--- config.mk ---
export PLATFORM = sky130hd
export DESIGN_NAME = bba_ctrl
export DESIGN_NICKNAME = d
export VERILOG_FILES = /design/src/design/bba_pkg.sv /design/src/design/bba_ctrl.sv
export SDC_FILE = /design/constraint.sdc
export NUM_CORES = 1
export LEC_CHECK = 0
export BUFFER_PORTS_ARGS = -buffer_cell sky130_fd_sc_hd__buf_2
export CAP_MARGIN = 20
export CORE_AREA = 3 3 40 42
export DETAILED_ROUTE_END_ITERATION = 7
export DIE_AREA = 0 0 43 45
export HOLD_SLACK_MARGIN = 0.05
export PLACE_DENSITY = 0.7
export REMOVE_ABC_BUFFERS = 1
export SETUP_SLACK_MARGIN = 0.4
export SLEW_MARGIN = 20
export SYNTH_ARGS = -nofsm -noshare
export SYNTH_HDL_FRONTEND = slang
export SYNTH_SLANG_ARGS = --single-unit
--- constraint.sdc ---
create_clock -name clk_i -period 3.3 [get_ports clk_i]
set_input_delay 0.66 -clock clk_i [delete_from_list [all_inputs] [get_ports clk_i]]
set_output_delay 0.66 -clock clk_i [all_outputs]
set_load 0.05 [all_outputs]
--- src/design/bba_pkg.sv ---
// bba_pkg: shared constants, codes and controller/datapath bundles
// for the bitmap block allocator; no dependencies
package bba_pkg;

  localparam int unsigned MAX_BLOCKS_DEF = 4096;
  localparam int unsigned WORD_W         = 256;
  localparam int unsigned OFF_W          = $clog2(WORD_W);
  localparam int unsigned GRP_W          = 16;
  localparam int unsigned GRP_N          = WORD_W / GRP_W;
  localparam int unsigned GRP_AW         = $clog2(GRP_N);
  localparam int unsigned GB_AW          = $clog2(GRP_W);
  localparam int unsigned CFG_W          = 13;
  localparam logic [CFG_W-1:0] CFG_RESET = CFG_W'(4096);
  localparam int unsigned BLK_NUM_W      = 12;
  localparam int unsigned STATUS_W       = 2;

  typedef enum logic [STATUS_W-1:0] {
    ST_OK            = 2'd0,
    ST_OUT_OF_BLOCKS = 2'd1,
    ST_FREE_FREE     = 2'd2,
    ST_RANGE         = 2'd3
  } status_e;

  typedef enum logic {
    FUNC_ALLOC = 1'b0,
    FUNC_FREE  = 1'b1
  } func_e;

  typedef struct packed {
    logic    load;
    logic    issue;
    logic    wr;
    logic    res_ld;
    status_e res_status;
    logic    out_ld;
  } dp_cmd_t;

  typedef struct packed {
    logic found;
    logic last;
    logic in_range;
    logic bit_set;
  } dp_sts_t;

endpackage

--- src/design/bba_ctrl.sv ---
// bba_ctrl: request sequencer for allocate scans and frees, and the
// response valid flag; depends on bba_pkg
module bba_ctrl (
  input  logic             clk_i,
  input  logic             rst_ni,
  input  logic             req_valid_i,
  input  logic             req_func_i,
  output logic             req_ready_o,
  output logic             rsp_valid_o,
  input  logic             rsp_ready_i,
  input  bba_pkg::dp_sts_t sts_i,
  output bba_pkg::dp_cmd_t cmd_o
);
  import bba_pkg::*;

  typedef enum logic [5:0] {
    S_IDLE   = 6'b000001,
    S_A_RD   = 6'b000010,
    S_A_SCAN = 6'b000100,
    S_F_RD   = 6'b001000,
    S_F_CHK  = 6'b010000,
    S_DONE   = 6'b100000
  } state_e;

  state_e state_q, state_d;
  logic   out_valid_q, out_valid_d;

  assign req_ready_o = (state_q == S_IDLE);
  assign rsp_valid_o = out_valid_q;

  always_comb begin
    state_d           = state_q;
    cmd_o             = '0;
    cmd_o.res_status  = ST_OK;
    out_valid_d       = out_valid_q && !rsp_ready_i;
    case (state_q)
      S_IDLE: begin
        if (req_valid_i) begin
          cmd_o.load = 1'b1;
          state_d    = (func_e'(req_func_i) == FUNC_FREE) ? S_F_RD : S_A_RD;
        end
      end
      S_A_RD: begin
        cmd_o.issue = 1'b1;
        state_d     = S_A_SCAN;
      end
      S_A_SCAN: begin
        cmd_o.issue = 1'b1;
        if (sts_i.found) begin
          cmd_o.wr     = 1'b1;
          cmd_o.res_ld = 1'b1;
          state_d      = S_DONE;
        end else if (sts_i.last) begin
          cmd_o.res_ld     = 1'b1;
          cmd_o.res_status = ST_OUT_OF_BLOCKS;
          state_d          = S_DONE;
        end
      end
      S_F_RD: begin
        cmd_o.issue = 1'b1;
        state_d     = S_F_CHK;
      end
      S_F_CHK: begin
        cmd_o.res_ld = 1'b1;
        state_d      = S_DONE;
        if (!sts_i.in_range) begin
          cmd_o.res_status = ST_RANGE;
        end else if (!sts_i.bit_set) begin
          cmd_o.res_status = ST_FREE_FREE;
        end else begin
          cmd_o.wr = 1'b1;
        end
      end
      S_DONE: begin
        if (!out_valid_q || rsp_ready_i) begin
          cmd_o.out_ld = 1'b1;
          out_valid_d  = 1'b1;
          state_d      = S_IDLE;
        end
      end
      default: begin
        state_d = S_IDLE;
      end
    endcase
  end

  always_ff @(posedge clk_i or negedge rst_ni) begin
    if (!rst_ni) begin
      state_q     <= S_IDLE;
      out_valid_q <= 1'b0;
    end else begin
      state_q     <= state_d;
      out_valid_q <= out_valid_d;
    end
  end

endmodule

== Word level (Yosys, flattened, before mapping) ==
Cells that the tools add are included.

* Flip-flop bits (word level): 7
* Input bits: 9
* Logic and storage cells: 39

* Eq/ne operators: 9
* Multiplexer cells: 22
* Reductions and logical operators: 6

{| class="wikitable"
|+ Operators by type and width
! cell !! number
|-
| $pmux 6 s6 || 1
|-
| $mux 6 || 4
|-
| $mux 1 || 11
|-
| $pmux 4 s2 || 1
|-
| $eq 6x1->1 const B || 1
|-
| $eq 6x2->1 const B || 1
|-
| $eq 6x3->1 const B || 1
|-
| $eq 6x4->1 const B || 1
|-
| $eq 6x5->1 const B || 1
|-
| $eq 6x6->1 const B || 1
|-
| $mux 2 || 3
|-
| $mux 4 || 1
|-
| $ne 2x2->1 const B || 2
|-
| $mux 3 || 1
|-
| $ne 3x3->1 const B || 1
|-
| $reduce_and 3->1 || 1
|-
| $reduce_or 3->1 || 1
|-
| $logic_not 1->1 || 2
|-
| $logic_and 1x1->1 || 1
|-
| $logic_or 1x1->1 || 1
|}

== Depth between registers and ports, before layout ==
* Word-level depth: 4
* Depth in mapped cells: 5
* Depth with buffers taken out: 4

== Least setup slack after synthesis ==
OpenSTA, ideal clock, no wires.

* Kind: reg-to-output
* Start: reg state_q[3]
* End: out cmd_o[4] (netlist name)
* Arrival: 1737 ps
* Path slack: 903 ps
* Stages on the path, launching flop included: 4
* Buffers on the path: 0
* Path through: dfrtp_1 nor4_4 nand3b_2 o22ai_1

{| class="wikitable"
|+ RTL lines
! item !! RTL line !! RTL
|-
| from (decl) || bba_ctrl.sv:25 || <nowiki>state_e state_q, state_d;</nowiki>
|-
| from (signal assigned) || bba_ctrl.sv:92 || <nowiki>state_q <= state_d;</nowiki>
|-
| to (decl) || bba_ctrl.sv:12 || <nowiki>output bba_pkg::dp_cmd_t cmd_o</nowiki>
|}

==> metrics.txt <==
# TYPE chip_impl_metric gauge
chip_impl_metric{name="synthArstFlopShare",unit=""} 1.00
chip_impl_metric{name="timing.reg2reg.setup_slack",unit="ns"} 1.95
chip_impl_info{name="critical_path_cell_by_cell",value="nor4_2, nand3b_1, o32ai_2, buf_2"} 1
chip_impl_metric{name="placeableCoreArea",unit="um2"} 1280
chip_impl_metric{name="number_of_antenna_violations_at_the_first_check_in_global_routing",unit=""} 0
chip_impl_metric{name="port_buffers",unit=""} 17
chip_impl_metric{name="power_density",unit="nW/um2"} 667
chip_impl_metric{name="dieHeight",unit="um"} 45
chip_impl_metric{name="synth_enable_flop_cells",unit=""} 0
chip_impl_metric{name="synth-seq-cells",unit=""} 7
chip_impl_metric{name="critical_path_arrival",unit="ns"} 1.76
chip_impl_metric{name="design.die.area",unit="um2"} 1940
chip_impl_metric{name="place.gp.congestion",unit=""} 0.852
chip_impl_metric{name="worst_slew_pin_slew",unit="ns"} 0.333
chip_impl_metric{name="area_grow_syn2layout",unit="%"} 26.0
chip_impl_info{name="r2r-end",value="state_q[0]"} 1
chip_impl_metric{name="worst_path_largest_cell_delay",unit="ns"} 0.48
chip_impl_metric{name="grt_pass1_vias",unit=""} 381
chip_impl_metric{name="cts_resized",unit=""} 0
chip_impl_metric{name="synth_cell_types",unit=""} 26
chip_impl_info{name="status",value="complete, no violations"} 1
chip_impl_metric{name="drive_gt1_frac",unit=""} 0.453
chip_impl_info{name="tritoncts",value="built"} 1
chip_impl_info{name="synth.largest_area_cell",value="dfrtp_1"} 1
chip_impl_metric{name="synth.top_cell.area_share",unit=""} 0.329
chip_impl_metric{name="setup_viol",unit=""} 0
chip_impl_metric{name="power.leakage",unit="nW"} 0.294
chip_impl_metric{name="first_drt_pass_iteration_count",unit=""} 4
chip_impl_info{name="hold_class",value="in2async"} 1
chip_impl_metric{name="tritoncts_num_sinks",unit=""} 7
chip_impl_info{name="slowest_stage",value="dfrtp_1"} 1
chip_impl_metric{name="via_count",unit=""} 402
chip_impl_metric{name="setup-tns-final",unit="ns"} 0
chip_impl_info{name="synth.cells.most_frequent",value="dfrtp_1, inv_1, nor2_1"} 1
chip_impl_metric{name="cts_hold_repair.buffers",unit=""} 0
chip_impl_metric{name="fill_cells",unit=""} 131
chip_impl_info{name="timing.critical_path.from_type",value="flip-flop"} 1
chip_impl_metric{name="fin_crit",unit="ns"} 2.42
chip_impl_metric{name="final_hold_violating_endpoints",unit=""} 0
chip_impl_info{name="setup.worst_path.class",value="reg2out"} 1
chip_impl_metric{name="route.final.wire_length",unit="um"} 1020
chip_impl_metric{name="grt.overflow.total",unit=""} 0
chip_impl_metric{name="cts-buffers-inserted",unit=""} 3
chip_impl_info{name="grt_setup_unrepaired",value="false"} 1
chip_impl_metric{name="diodes",unit=""} 0
chip_impl_metric{name="combined_area_of_the_multi_input_logic_cells",unit="um2"} 250
chip_impl_metric{name="postRouteAntennaNets",unit=""} 0
chip_impl_metric{name="vdd.ir_drop.worst",unit="uV"} 320
chip_impl_metric{name="dr.first_iter.drc_count",unit=""} 1
chip_impl_metric{name="placement_rows",unit=""} 13
chip_impl_metric{name="max_slew_margin",unit=""} 0.778
chip_impl_metric{name="seq_area_frac_synth",unit=""} 0.386
chip_impl_metric{name="clockBufferDepth",unit=""} 2
chip_impl_metric{name="syn-mean-instance-area",unit="um2"} 10.4
chip_impl_info{name="ys.flop_type",value="dfrtp_1"} 1
chip_impl_info{name="critPathCaptureType",value="output pin"} 1
chip_impl_info{name="synthMostInstantiatedCell",value="dfrtp_1"} 1
chip_impl_metric{name="worstPathRequired",unit="ns"} 2.64
chip_impl_metric{name="syn-cell-area",unit="um2"} 457
chip_impl_metric{name="post_cts_setup_driven_buffer_insertion_count",unit=""} 0
chip_impl_metric{name="final.setup_skew",unit="ns"} 0.00871
chip_impl_metric{name="io-pin-count",unit=""} 18
chip_impl_metric{name="portion_of_the_clock_cycle_consumed_by_the_worst_path_in_the_final_layout",unit=""} 0.733
chip_impl_metric{name="hold_worst_slack",unit="ns"} 0.226
chip_impl_info{name="clk_root_buffer_cell",value="clkbuf_4"} 1
chip_impl_metric{name="wire_length_of_the_first_global_routing_pass",unit="um"} 1700
chip_impl_metric{name="worstSkewPairLatency",unit="ns"} 0.26
chip_impl_info{name="post_synth_main_area_contributors",value="dfrtp_1, nor4b_2, dfstp_2, nor4_4, inv_1"} 1
chip_impl_metric{name="global_route.usage.total",unit=""} 0.119
chip_impl_metric{name="synth_warnings",unit=""} 0
chip_impl_info{name="worst_r2r_startpoint",value="state_q[0]"} 1
chip_impl_metric{name="nets",unit=""} 74
chip_impl_metric{name="die-width",unit="um"} 43
chip_impl_metric{name="vias_per_cell",unit=""} 5.09
chip_impl_metric{name="initial_utilization",unit=""} 0.355
chip_impl_metric{name="ctsHtreeMaxLevel",unit=""} 1
chip_impl_metric{name="regArea",unit="um2"} 176
chip_impl_info{name="setup.worst_path.start",value="state_q[1]"} 1
chip_impl_metric{name="grt_start_max_net_pins",unit=""} 8
chip_impl_metric{name="path_max_fanout",unit=""} 7
chip_impl_metric{name="synth_cells",unit=""} 44
chip_impl_metric{name="worstRegToRegCells",unit=""} 3
chip_impl_metric{name="detail_route.wl_per_cell",unit="um"} 12.8
chip_impl_metric{name="detailed_place_hpwl",unit="um"} 798
chip_impl_info{name="critPathCapture",value="cmd_o[1]"} 1
chip_impl_metric{name="final_max_slew_viol_count",unit=""} 0
chip_impl_metric{name="fmax",unit="MHz"} 413
chip_impl_metric{name="drc",unit=""} 0
chip_impl_metric{name="post_cts_clock_slew_at_the_launch_and_capture_registers_of_the_worst_setup_and_hold_paths",unit="ns"} 0.06
chip_impl_metric{name="drv.max_cap_violation_count",unit=""} 0
==> logic make-up after synthesis <==
logic type / synth area share
buffers and inverters: 0.0658
AND/OR/NAND/NOR: 0.403
XOR/XNOR: 0.0192
AO/OA/AOI/OAI: 0.126
flip-flops: 0.386
==> power by group <==
part | total [W] | internal [W] | switching [W]
registers | 0.000137 | 0.000104 | 0.0000322
clock network | 0.0000791 | 0.0000462 | 0.0000328
logic | 0.000168 | 0.0000573 | 0.000111
total | 0.000384 | 0.000208 | 0.000176
==> worst min-delay path by stage <==
stage | from | to | slack (ns) | cells past startpoint
after global placement | rst_ni | rsp_valid_o | 0.50 | 1
after detailed placement | rst_ni | rsp_valid_o | 0.50 | 1
after CTS | rst_ni | rsp_valid_o | 0.23 | 1
after floorplan | rst_ni | rsp_valid_o | 0.36 | 0
final | rst_ni | state_q[5] | 0.23 | 1
after global routing | rst_ni | state_q[4] | 0.22 | 1
==> placed cells by master (no fill, tap or decap), types with 2 or more instances in the layout <==
cell type,count
a21oi_1,2
and2_1,2
buf_2,17
clkbuf_4,3
dfrtp_1,6
inv_1,5
nand3b_1,2
nor2_1,4
nor4b_2,3
o211ai_1,2
==> stage by stage <==
stage | setup WS [ns] | power (W) | instance area (um2) | instances | util
after floorplan | 0.903 | 0.000265 | 445 | 43 | -
final | 0.881 | 0.000384 | 576 | 79 | 0.448
after global routing | 0.774 | 0.000411 | 576 | 79 | 0.448
after global placement | 1.16 | 0.000304 | 549 | 75 | 0.427
after detailed placement | 1.14 | 0.000305 | 549 | 75 | 0.427
after CTS | 0.863 | 0.000389 | 576 | 79 | 0.448
==> flip-flops by register name, indices dropped and copies added (netlist names) <==
register,count
state_q,6
rsp_valid_o,1
==> layer usage <==
layer / routed length [um] / share of wire / global-route usage
met3: 80 / 0.079 / 0.0757
met4: 0 / 0 / 0.0181
met5: 0 / 0 / 0
met2: 535 / 0.53 / 0.201
met1: 399 / 0.39 / 0.131
==> layout make-up <==
cell class	instances	share of cell area
multi-input combinational	31	0.435
sequential	7	0.307
timing repair buffer	17	0.148
clock buffer	4	0.0457
inverter	5	0.0326
tap	15	0.0326
==> critical path: cells and delay by family, from the launching register on <==
family                 cells  cell delay (ns)
DFF                        1             0.48
buffers and inverters      1             0.30
and+or+nand+nor            2             0.50
AOI/OAI and AO/OA          1             0.23
(Power assumes the default switching activity.)
